<file path="src/sv/tbrc_pkg.sv">
// Shared types and constants for the two-button release and combo detector.
// No dependencies; every other file of the block imports this package.
package tbrc_pkg;

  // Width of the millisecond timestamp carried on the input channel.
  localparam int unsigned NOW_W = 32;

  // Configuration port geometry.
  localparam int unsigned CFG_IDX_W  = 3;
  localparam int unsigned CFG_DATA_W = 32;

  // Reset values of the timing registers.
  localparam logic [CFG_DATA_W-1:0] COMBO_THRESHOLD_RESET = 32'd5000;
  localparam logic [CFG_DATA_W-1:0] DEBOUNCE_RESET        = 32'd50;

  // Register indexes on the configuration port.
  typedef enum logic [CFG_IDX_W-1:0] {
    REG_COMBO_THRESHOLD = 3'd0,
    REG_DEBOUNCE        = 3'd1,
    REG_INC_ENABLE      = 3'd2,
    REG_DEC_ENABLE      = 3'd3,
    REG_COMBO_ENABLE    = 3'd4
  } cfg_reg_t;

  // One result beat.
  typedef struct packed {
    logic inc_event;
    logic dec_event;
    logic combo_event;
  } result_t;

endpackage

</file>
<file path="src/sv/tbrc_in_if.sv">
// Input channel of the detector: one beat is one sample of both button pins
// and a timestamp. Depends on tbrc_pkg.
interface tbrc_in_if import tbrc_pkg::*; ();
  logic             valid;
  logic             ready;
  logic             inc_level;
  logic             dec_level;
  logic [NOW_W-1:0] now_ms;

  modport source (output valid, output inc_level, output dec_level, output now_ms,
                  input ready);
  modport sink   (input valid, input inc_level, input dec_level, input now_ms,
                  output ready);
endinterface

</file>
<file path="src/sv/tbrc_out_if.sv">
// Result channel of the detector: one beat carries the three event flags.
// Depends on tbrc_pkg only through the importing convention.
interface tbrc_out_if import tbrc_pkg::*; ();
  logic valid;
  logic ready;
  logic inc_event;
  logic dec_event;
  logic combo_event;

  modport source (output valid, output inc_event, output dec_event,
                  output combo_event, input ready);
  modport sink   (input valid, input inc_event, input dec_event,
                  input combo_event, output ready);
endinterface

</file>
<file path="src/sv/tbrc_cfg_if.sv">
// Configuration write channel of the detector: register index and data.
// Depends on tbrc_pkg for the port geometry.
interface tbrc_cfg_if import tbrc_pkg::*; ();
  logic                  valid;
  logic                  ready;
  logic [CFG_IDX_W-1:0]  index;
  logic [CFG_DATA_W-1:0] data;

  modport source (output valid, output index, output data, input ready);
  modport sink   (input valid, input index, input data, output ready);
endinterface

</file>
<file path="src/sv/two_button_release_and_combo_detector.sv">
// Two-button release and combo detector. Each input beat is one sample of
// the active-low increment and decrement pins with a millisecond timestamp,
// and each one yields exactly one result beat with three event flags. A
// release fires its button's event when the press lasted at least the
// debounce time, the button is enabled, and no moment with both buttons held
// has been seen since that button's previous release. While both buttons are
// held a hold timer runs; the combo event fires at most once per hold, on a
// later sample of the hold whose elapsed time reaches the combo threshold. All
// time differences wrap modulo 2^TIME_BITS. The block takes one beat per clock
// while the output is not stalled: a sample is captured in an input register,
// the state update and event decision happen in a single combinational pass,
// and the result lands in an output register; both sides may stall freely.
// Configuration writes are always accepted and should only be issued while
// no sample is in flight. There is no clearing pass after reset.
// Depends on tbrc_pkg and the three channel interfaces.
module two_button_release_and_combo_detector import tbrc_pkg::*; #(
  parameter int unsigned TIME_BITS = 32
) (
  input  logic       clk,
  input  logic       rst_n,
  tbrc_in_if.sink    in_bus,
  tbrc_out_if.source out_bus,
  tbrc_cfg_if.sink   cfg_bus
);

  // Comparisons run at the wider of the time width and the register width.
  localparam int unsigned CMP_W = (TIME_BITS > CFG_DATA_W) ? TIME_BITS : CFG_DATA_W;

  // Configuration registers.
  logic [CFG_DATA_W-1:0] combo_thresh_r;
  logic [CFG_DATA_W-1:0] debounce_r;
  logic                  inc_en_r;
  logic                  dec_en_r;
  logic                  combo_en_r;

  // Input register.
  logic                 s1_v_r;
  logic                 s1_inc_r;
  logic                 s1_dec_r;
  logic [TIME_BITS-1:0] s1_now_r;

  // Detector state.
  logic                 inc_prev_r, inc_prev_nxt;
  logic [TIME_BITS-1:0] inc_press_r, inc_press_nxt;
  logic                 inc_skip_r, inc_skip_nxt;
  logic                 dec_prev_r, dec_prev_nxt;
  logic [TIME_BITS-1:0] dec_press_r, dec_press_nxt;
  logic                 dec_skip_r, dec_skip_nxt;
  logic                 hold_active_r, hold_active_nxt;
  logic [TIME_BITS-1:0] hold_start_r, hold_start_nxt;
  logic                 hold_done_r, hold_done_nxt;

  // Output register.
  logic    out_v_r;
  result_t out_res_r;
  result_t res_nxt;

  logic                 advance;
  logic                 both_low;
  logic                 inc_skip_mid;
  logic                 dec_skip_mid;
  logic [TIME_BITS-1:0] inc_elapsed;
  logic [TIME_BITS-1:0] dec_elapsed;
  logic [TIME_BITS-1:0] hold_elapsed;

  // The sample in the input register moves on whenever the output register
  // is empty or is being emptied in this cycle.
  assign advance      = s1_v_r && (!out_v_r || out_bus.ready);
  assign in_bus.ready = !s1_v_r || advance;
  assign cfg_bus.ready = 1'b1;

  assign out_bus.valid       = out_v_r;
  assign out_bus.inc_event   = out_res_r.inc_event;
  assign out_bus.dec_event   = out_res_r.dec_event;
  assign out_bus.combo_event = out_res_r.combo_event;

  assign inc_elapsed  = s1_now_r - inc_press_r;
  assign dec_elapsed  = s1_now_r - dec_press_r;
  assign hold_elapsed = s1_now_r - hold_start_r;

  always_comb begin
    both_low        = !s1_inc_r && !s1_dec_r;
    res_nxt         = '0;
    hold_active_nxt = hold_active_r;
    hold_start_nxt  = hold_start_r;
    hold_done_nxt   = hold_done_r;

    // A sample with both buttons held cancels both pending releases and
    // runs the hold timer.
    inc_skip_mid = both_low ? 1'b1 : inc_skip_r;
    dec_skip_mid = both_low ? 1'b1 : dec_skip_r;
    if (both_low) begin
      if (!hold_active_r) begin
        hold_active_nxt = 1'b1;
        hold_start_nxt  = s1_now_r;
        hold_done_nxt   = 1'b0;
      end else if (!hold_done_r &&
                   (CMP_W'(hold_elapsed) >= CMP_W'(combo_thresh_r))) begin
        hold_done_nxt       = 1'b1;
        res_nxt.combo_event = combo_en_r;
      end
    end else begin
      hold_active_nxt = 1'b0;
    end

    // Increment button: a press records the time, a release decides.
    inc_press_nxt = inc_press_r;
    inc_skip_nxt  = inc_skip_mid;
    if (inc_prev_r && !s1_inc_r) begin
      inc_press_nxt = s1_now_r;
    end else if (!inc_prev_r && s1_inc_r) begin
      res_nxt.inc_event = (CMP_W'(inc_elapsed) >= CMP_W'(debounce_r)) &&
                          inc_en_r && !inc_skip_mid;
      inc_skip_nxt      = 1'b0;
    end
    inc_prev_nxt = s1_inc_r;

    // Decrement button, the same rules.
    dec_press_nxt = dec_press_r;
    dec_skip_nxt  = dec_skip_mid;
    if (dec_prev_r && !s1_dec_r) begin
      dec_press_nxt = s1_now_r;
    end else if (!dec_prev_r && s1_dec_r) begin
      res_nxt.dec_event = (CMP_W'(dec_elapsed) >= CMP_W'(debounce_r)) &&
                          dec_en_r && !dec_skip_mid;
      dec_skip_nxt      = 1'b0;
    end
    dec_prev_nxt = s1_dec_r;
  end

  // Configuration registers.
  always_ff @(posedge clk) begin
    if (!rst_n) begin
      combo_thresh_r <= COMBO_THRESHOLD_RESET;
      debounce_r     <= DEBOUNCE_RESET;
      inc_en_r       <= 1'b0;
      dec_en_r       <= 1'b0;
      combo_en_r     <= 1'b0;
    end else if (cfg_bus.valid) begin
      case (cfg_reg_t'(cfg_bus.index))
        REG_COMBO_THRESHOLD: combo_thresh_r <= cfg_bus.data;
        REG_DEBOUNCE:        debounce_r     <= cfg_bus.data;
        REG_INC_ENABLE:      inc_en_r       <= cfg_bus.data[0];
        REG_DEC_ENABLE:      dec_en_r       <= cfg_bus.data[0];
        REG_COMBO_ENABLE:    combo_en_r     <= cfg_bus.data[0];
        default: begin
        end
      endcase
    end
  end

  // Input register; the payload needs no reset.
  always_ff @(posedge clk) begin
    if (!rst_n) begin
      s1_v_r <= 1'b0;
    end else if (in_bus.ready) begin
      s1_v_r <= in_bus.valid;
    end
  end

  always_ff @(posedge clk) begin
    if (in_bus.valid && in_bus.ready) begin
      s1_inc_r <= in_bus.inc_level;
      s1_dec_r <= in_bus.dec_level;
      s1_now_r <= TIME_BITS'(in_bus.now_ms);
    end
  end

  // Detector state only changes as a sample passes into the output register.
  always_ff @(posedge clk) begin
    if (!rst_n) begin
      inc_prev_r    <= 1'b1;
      inc_press_r   <= '0;
      inc_skip_r    <= 1'b0;
      dec_prev_r    <= 1'b1;
      dec_press_r   <= '0;
      dec_skip_r    <= 1'b0;
      hold_active_r <= 1'b0;
      hold_start_r  <= '0;
      hold_done_r   <= 1'b0;
    end else if (advance) begin
      inc_prev_r    <= inc_prev_nxt;
      inc_press_r   <= inc_press_nxt;
      inc_skip_r    <= inc_skip_nxt;
      dec_prev_r    <= dec_prev_nxt;
      dec_press_r   <= dec_press_nxt;
      dec_skip_r    <= dec_skip_nxt;
      hold_active_r <= hold_active_nxt;
      hold_start_r  <= hold_start_nxt;
      hold_done_r   <= hold_done_nxt;
    end
  end

  // Output register.
  always_ff @(posedge clk) begin
    if (!rst_n) begin
      out_v_r <= 1'b0;
    end else if (advance) begin
      out_v_r <= 1'b1;
    end else if (out_bus.ready) begin
      out_v_r <= 1'b0;
    end
  end

  always_ff @(posedge clk) begin
    if (advance) begin
      out_res_r <= res_nxt;
    end
  end

  // A hold ends on the first sample that does not have both buttons held.
  a_hold_ends: assert property (@(posedge clk) disable iff (!rst_n)
    (advance && !both_low) |=> !hold_active_r)
    else $error("hold still active after a sample with a button released");

  // The combo event only comes from a sample with both buttons held.
  a_combo_both_low: assert property (@(posedge clk) disable iff (!rst_n)
    (advance && res_nxt.combo_event) |-> (!s1_inc_r && !s1_dec_r))
    else $error("combo event without both buttons held");

  // A both-held sample leaves both releases marked to be skipped.
  a_skip_set: assert property (@(posedge clk) disable iff (!rst_n)
    (advance && !s1_inc_r && !s1_dec_r) |=> (inc_skip_r && dec_skip_r))
    else $error("skip flags not set after a both-held sample");

  // Button events only come from a release of that button.
  a_inc_on_release: assert property (@(posedge clk) disable iff (!rst_n)
    (advance && res_nxt.inc_event) |-> (s1_inc_r && !inc_prev_r))
    else $error("increment event without a release");

  // Input is refused only while a sample waits in the input register.
  a_stall_cause: assert property (@(posedge clk) disable iff (!rst_n)
    !in_bus.ready |-> (s1_v_r && out_v_r && !out_bus.ready))
    else $error("input stalled without a waiting sample");

endmodule

</file>
<file path="src/flat_wrapper.sv">
// flat-port wrapper written by rule: the top's interface ports become plain ports
module two_button_release_and_combo_detector_flat import tbrc_pkg::*;
#(
  parameter int unsigned TIME_BITS = 32
)
  (clk, rst_n, in_bus_valid, in_bus_inc_level, in_bus_dec_level, in_bus_now_ms, in_bus_ready, out_bus_valid, out_bus_inc_event, out_bus_dec_event, out_bus_combo_event, out_bus_ready, cfg_bus_valid, cfg_bus_index, cfg_bus_data, cfg_bus_ready);
  tbrc_in_if in_bus_i ();
  tbrc_out_if out_bus_i ();
  tbrc_cfg_if cfg_bus_i ();
  input  logic clk;
  input  logic rst_n;
  input wire logic [$bits(in_bus_i.valid)-1:0] in_bus_valid;
  input wire logic [$bits(in_bus_i.inc_level)-1:0] in_bus_inc_level;
  input wire logic [$bits(in_bus_i.dec_level)-1:0] in_bus_dec_level;
  input wire logic [$bits(in_bus_i.now_ms)-1:0] in_bus_now_ms;
  output wire logic [$bits(in_bus_i.ready)-1:0] in_bus_ready;
  output wire logic [$bits(out_bus_i.valid)-1:0] out_bus_valid;
  output wire logic [$bits(out_bus_i.inc_event)-1:0] out_bus_inc_event;
  output wire logic [$bits(out_bus_i.dec_event)-1:0] out_bus_dec_event;
  output wire logic [$bits(out_bus_i.combo_event)-1:0] out_bus_combo_event;
  input wire logic [$bits(out_bus_i.ready)-1:0] out_bus_ready;
  input wire logic [$bits(cfg_bus_i.valid)-1:0] cfg_bus_valid;
  input wire logic [$bits(cfg_bus_i.index)-1:0] cfg_bus_index;
  input wire logic [$bits(cfg_bus_i.data)-1:0] cfg_bus_data;
  output wire logic [$bits(cfg_bus_i.ready)-1:0] cfg_bus_ready;
  assign in_bus_i.valid = in_bus_valid;
  assign in_bus_i.inc_level = in_bus_inc_level;
  assign in_bus_i.dec_level = in_bus_dec_level;
  assign in_bus_i.now_ms = in_bus_now_ms;
  assign in_bus_ready = in_bus_i.ready;
  assign out_bus_valid = out_bus_i.valid;
  assign out_bus_inc_event = out_bus_i.inc_event;
  assign out_bus_dec_event = out_bus_i.dec_event;
  assign out_bus_combo_event = out_bus_i.combo_event;
  assign out_bus_i.ready = out_bus_ready;
  assign cfg_bus_i.valid = cfg_bus_valid;
  assign cfg_bus_i.index = cfg_bus_index;
  assign cfg_bus_i.data = cfg_bus_data;
  assign cfg_bus_ready = cfg_bus_i.ready;
  two_button_release_and_combo_detector #(.TIME_BITS(TIME_BITS)) u_core (.clk(clk), .rst_n(rst_n), .in_bus(in_bus_i), .out_bus(out_bus_i), .cfg_bus(cfg_bus_i));
endmodule
</file>
<file path="config.mk">
export PLATFORM = sky130hd
export DESIGN_NAME = two_button_release_and_combo_detector_flat
export DESIGN_NICKNAME = d
export VERILOG_FILES = /design/src/sv/tbrc_pkg.sv /design/src/sv/tbrc_in_if.sv /design/src/sv/tbrc_out_if.sv /design/src/sv/tbrc_cfg_if.sv /design/src/sv/two_button_release_and_combo_detector.sv /design/src/flat_wrapper.sv
export SDC_FILE = /design/constraint.sdc
export NUM_CORES = 1
export LEC_CHECK = 0
export BUFFER_PORTS_ARGS = -buffer_cell sky130_fd_sc_hd__buf_2
export CORE_MARGIN = 2
export CORE_UTILIZATION = 62
export CTS_CLUSTER_DIAMETER = 40
export CTS_CLUSTER_SIZE = 30
export DETAILED_ROUTE_END_ITERATION = 8
export PLACE_DENSITY = 0.81
export SETUP_SLACK_MARGIN = 0.02
export SLEW_MARGIN = 20
export SYNTH_ARGS = -nofsm -noshare
export SYNTH_HDL_FRONTEND = slang
export SYNTH_SLANG_ARGS = --single-unit
</file>
<file path="constraint.sdc">
create_clock -name clk -period 5.4 [get_ports clk]
set_clock_uncertainty 0.2 [all_clocks]
set_input_delay 0.27 -clock clk [delete_from_list [all_inputs] [get_ports clk]]
set_output_delay 0.27 -clock clk [all_outputs]
set_load 0.01 [all_outputs]
</file>
==> key figures <==
Placed design
  – Hpwl dp: slightly below 30000 µm
  – Post-place setup slack: 706 ps
  – Port buffer count: 78
  – Area after DPL: between 15000 and 20000 µm²
  – Placed cell count: approximately 2200
  – GP Congestion: slightly above 0.9

CTS
  – TritonCTS Sinks: roughly 210
  – Cts repair resizes: 0
  – Clock buffer count from CTS: 34
  – Post-CTS Setup Inserts: 0
  – H-tree Lvls: 2
  – Root buf cell: clkbuf_16
  – Clock Latency Late Sink: between 500 and 600 ps
  – Deepest clock path buffer count: 3
  – Clock slew at the register clock pins of the worst setup and hold paths: ~60 ps
  – CTS tree: done
  – Cts hold-fix bufs: 72

Logic synthesis
  – YS warnings: 0
  – Area share of the leading cell type in the synthesized netlist: 0.230
  – Async set-reset flop share out of synthesis: 0
  – Synth top cells by count: nand2_1 (376), ha_1 (189), inv_1 (174), dfxtp_1 (171), a21boi_0 (146)
  – Synthesized instance count: about 1900
  – FF+latch count, synth: 208
  – EDFF count, synth: 37
  – Post-Synthesis Cell Area: approximately 15000 µm²
  – Syn nets: approximately 2100
  – Post-synthesis sequential area ratio: 0.304
  – Ys flop type: dfxtp_1
  – Top-count cell post-synth: nand2_1
  – Largest area contributor in the netlist: dfxtp_1
  – Synth area leaders: dfxtp_1 (23%), ha_1 (16%), nand2_1 (9.5%)
  – Yosys cell types: 73
  – Synthesized area per cell: about 8.0 µm²

Hold path
  – Hold WC Path Type: in2reg
  – Hold_sp: cfg_bus_index[1]

Route
  – Antenna viol nets, final: 0
  – Residual DRC: 0
  – DRT Pass-1 Iters: 5
  – DR iter-0 viols: about 1200
  – Via count: 13800
  – Post-DR wirelength/cell: 18.4 µm
  – Routed WL: approximately 43000 µm
  – Vias per Instance: around 5.9

Floorplanning
  – Die Span Y: roughly 160 µm
  – Starting Density: 0.633
  – Die width: around 160 µm
  – Core area: 23500 µm²
  – Ports: 80
  – Row Count: 56
  – Die area: ~25000 µm²

Critical path
  – Req. time, crit path: between 5000 and 6000 ps
  – Worst Setup SP: u_core.s1_now_r[1]
  – WP data arrival: slightly below 5000 ps
  – Startpoint types: flop
  – CP Capture Type: flop
  – Setup Crit Path Kind: reg2reg
  – Crit-path max FO: 9
  – Reg2reg start: u_core.s1_now_r[1]

Global routing
  – First-pass GRT wire length: approximately 68000 µm
  – Largest net degree at the start of global routing: about 90
  – Vias in the first global route: roughly 14000
  – Total track usage: 0.331
  – Grt ovf: 0
  – Antenna violations before repair: 2

Layout
  – Final instance area: about 17000 µm²
  – Fin util: 0.742
  – Area growth, synth to finish: 17.3%
  – Fillcell total: between 1500 and 2000
  – Layout cell share with drive strength beyond 1: 0.0853
  – Post-Layout Cell Count: around 2300
  – Final nets: about 2200

Pwr
  – Pleak: 6.86 nW
  – Worst IR drop on VDD: just over 300 µV
  – Power per Cell Area: ~300 nW/µm²

Outcome
  – Status: finished, final reports clean

Run
  – Max_cap viols: 0

STA
  – FMAX: ~200 MHz
  – Slew Limit Fails: 0
  – Final Critical Period: roughly 4900 ps
  – Hold Fails Final Rpt: 0
  – Tcrit/Tclk final: 0.902
  – RSZ-0062 raised after global routing: false
  – Slew headroom: 0.445
  – Setup TNS Final: 0 ps
  – Final worst-path setup slack: roughly 530 ps
  – Actual slew at the worst max-slew pin: about 800 ps
  – Final Setup Violations: 0
## sequential cells by signal, indices dropped and copies added (netlist names), 32 cells and up
signal,count
u_core.combo_thresh_r,32
u_core.debounce_r,32
u_core.dec_press_r,32
u_core.hold_start_r,32
u_core.inc_press_r,32
u_core.s1_now_r,32
## metrics by stage
stage / total power [W] / hold slack (ps)
5_1_grt: 0.00534 / 108
3_5_place_dp: 0.00274 / 248
2_1_floorplan: 0.00247 / 169
4_1_cts: 0.00510 / 26.6
6_report: 0.00514 / 85.0
3_3_place_gp: 0.00271 / 241
## routing by layer
metal | global-route usage | up-vias | routed length [µm]
met3 | 0.0487 | 112 | 3310
met5 | 0 | - | 0
li1 | - | 6667 | -
met4 | 0.119 | 0 | 1340
met2 | 0.553 | 525 | 19700
met1 | 0.438 | 6498 | 18400
## area by class of cell
class | instances | area (µm²) | share of cell area
timing repair buffer | 165 | 1230 | 0.0702
antenna | 2 | 5.00 | 0.000286
sequential | 208 | 4530 | 0.260
clock inverter | 21 | 282 | 0.0161
tap | 319 | 399 | 0.0228
inverter | 174 | 653 | 0.0374
multi-input combinational | 1398 | 9430 | 0.540
clock buffer | 39 | 943 | 0.0540
## worst max-delay path, cell delays in order, from the launching register on
cell and delay [ps]:
edfxtp_1 590, ha_1 360, nor2b_1 200, o2111ai_1 250
a2111oi_0 720, o21ai_0 200, o211ai_1 230, nor2_1 100
o311ai_1 290, xor2_1 180, ha_1 260, a21o_1 170
a21o_1 180, a21oi_1 120, o21ai_0 90, a21oi_1 140
nor2b_1 50, o21ai_0 140, o21ai_0 90
## placed cells by master, fill, tap and decap left out, types with 9 or more instances in the layout
cell           synthesis  final
nor2_1                69     68
xor2_1                39     39
o21a_1                16     16
ha_1                 189    189
clkbuf_16              0     37
and3_1                15     15
edfxtp_1              37     37
o21ai_1               11     11
nor2b_1               19     19
a21oi_1              111    111
nand2b_1              13     13
a21boi_0             146    146
nand2_1              376    375
and2_1                11     10
dfxtp_1              171    171
nor3_1                10     10
buf_4                  1     16
nand4_1               33     33
inv_1                174    174
buf_2                  4     77
nand3_1               20     20
a21boi_1               9      9
xnor2_1               47     47
a21o_1                82     82
o21ai_0               58     58
dlygate4sd3_1          0     72
o211ai_1              16     16
## final timing paths
| path | endpoint | slack, ps | depth (start not counted) |
|---|---|---|---|
| setup / recovery | u_core.out_bus.dec_event | 530 | 18 |
| hold / removal | u_core.dec_en_r | 90 | 4 |
| setup reg to reg | u_core.out_bus.dec_event | 530 | 18 |
| hold reg to reg | u_core.hold_start_r[6] | 260 | 2 |
## power breakdown
part / switching (W) / total, W / internal, W
sequential: 0.0000561 / 0.00169 / 0.00163
combinational: 0.000615 / 0.00110 / 0.000488
clock: 0.000865 / 0.00234 / 0.00148
## cell families (layout without fill, tap and decap cells)
family | count (synthesis) | in the layout | synth area share
AO/OA/AOI/OAI | 526 | 526 | 0.242
buffers and inverters | 249 | 399 | 0.0643
adder cells (fa/ha/maj) | 192 | 192 | 0.163
XOR/XNOR | 86 | 86 | 0.0506
AND/OR/NAND/NOR | 590 | 590 | 0.174
other | 1 | 3 | 0.000252
flip-flops | 208 | 208 | 0.304
multiplexers | 3 | 3 | 0.00202
Note: power is estimated with default switching activity, not from simulation.
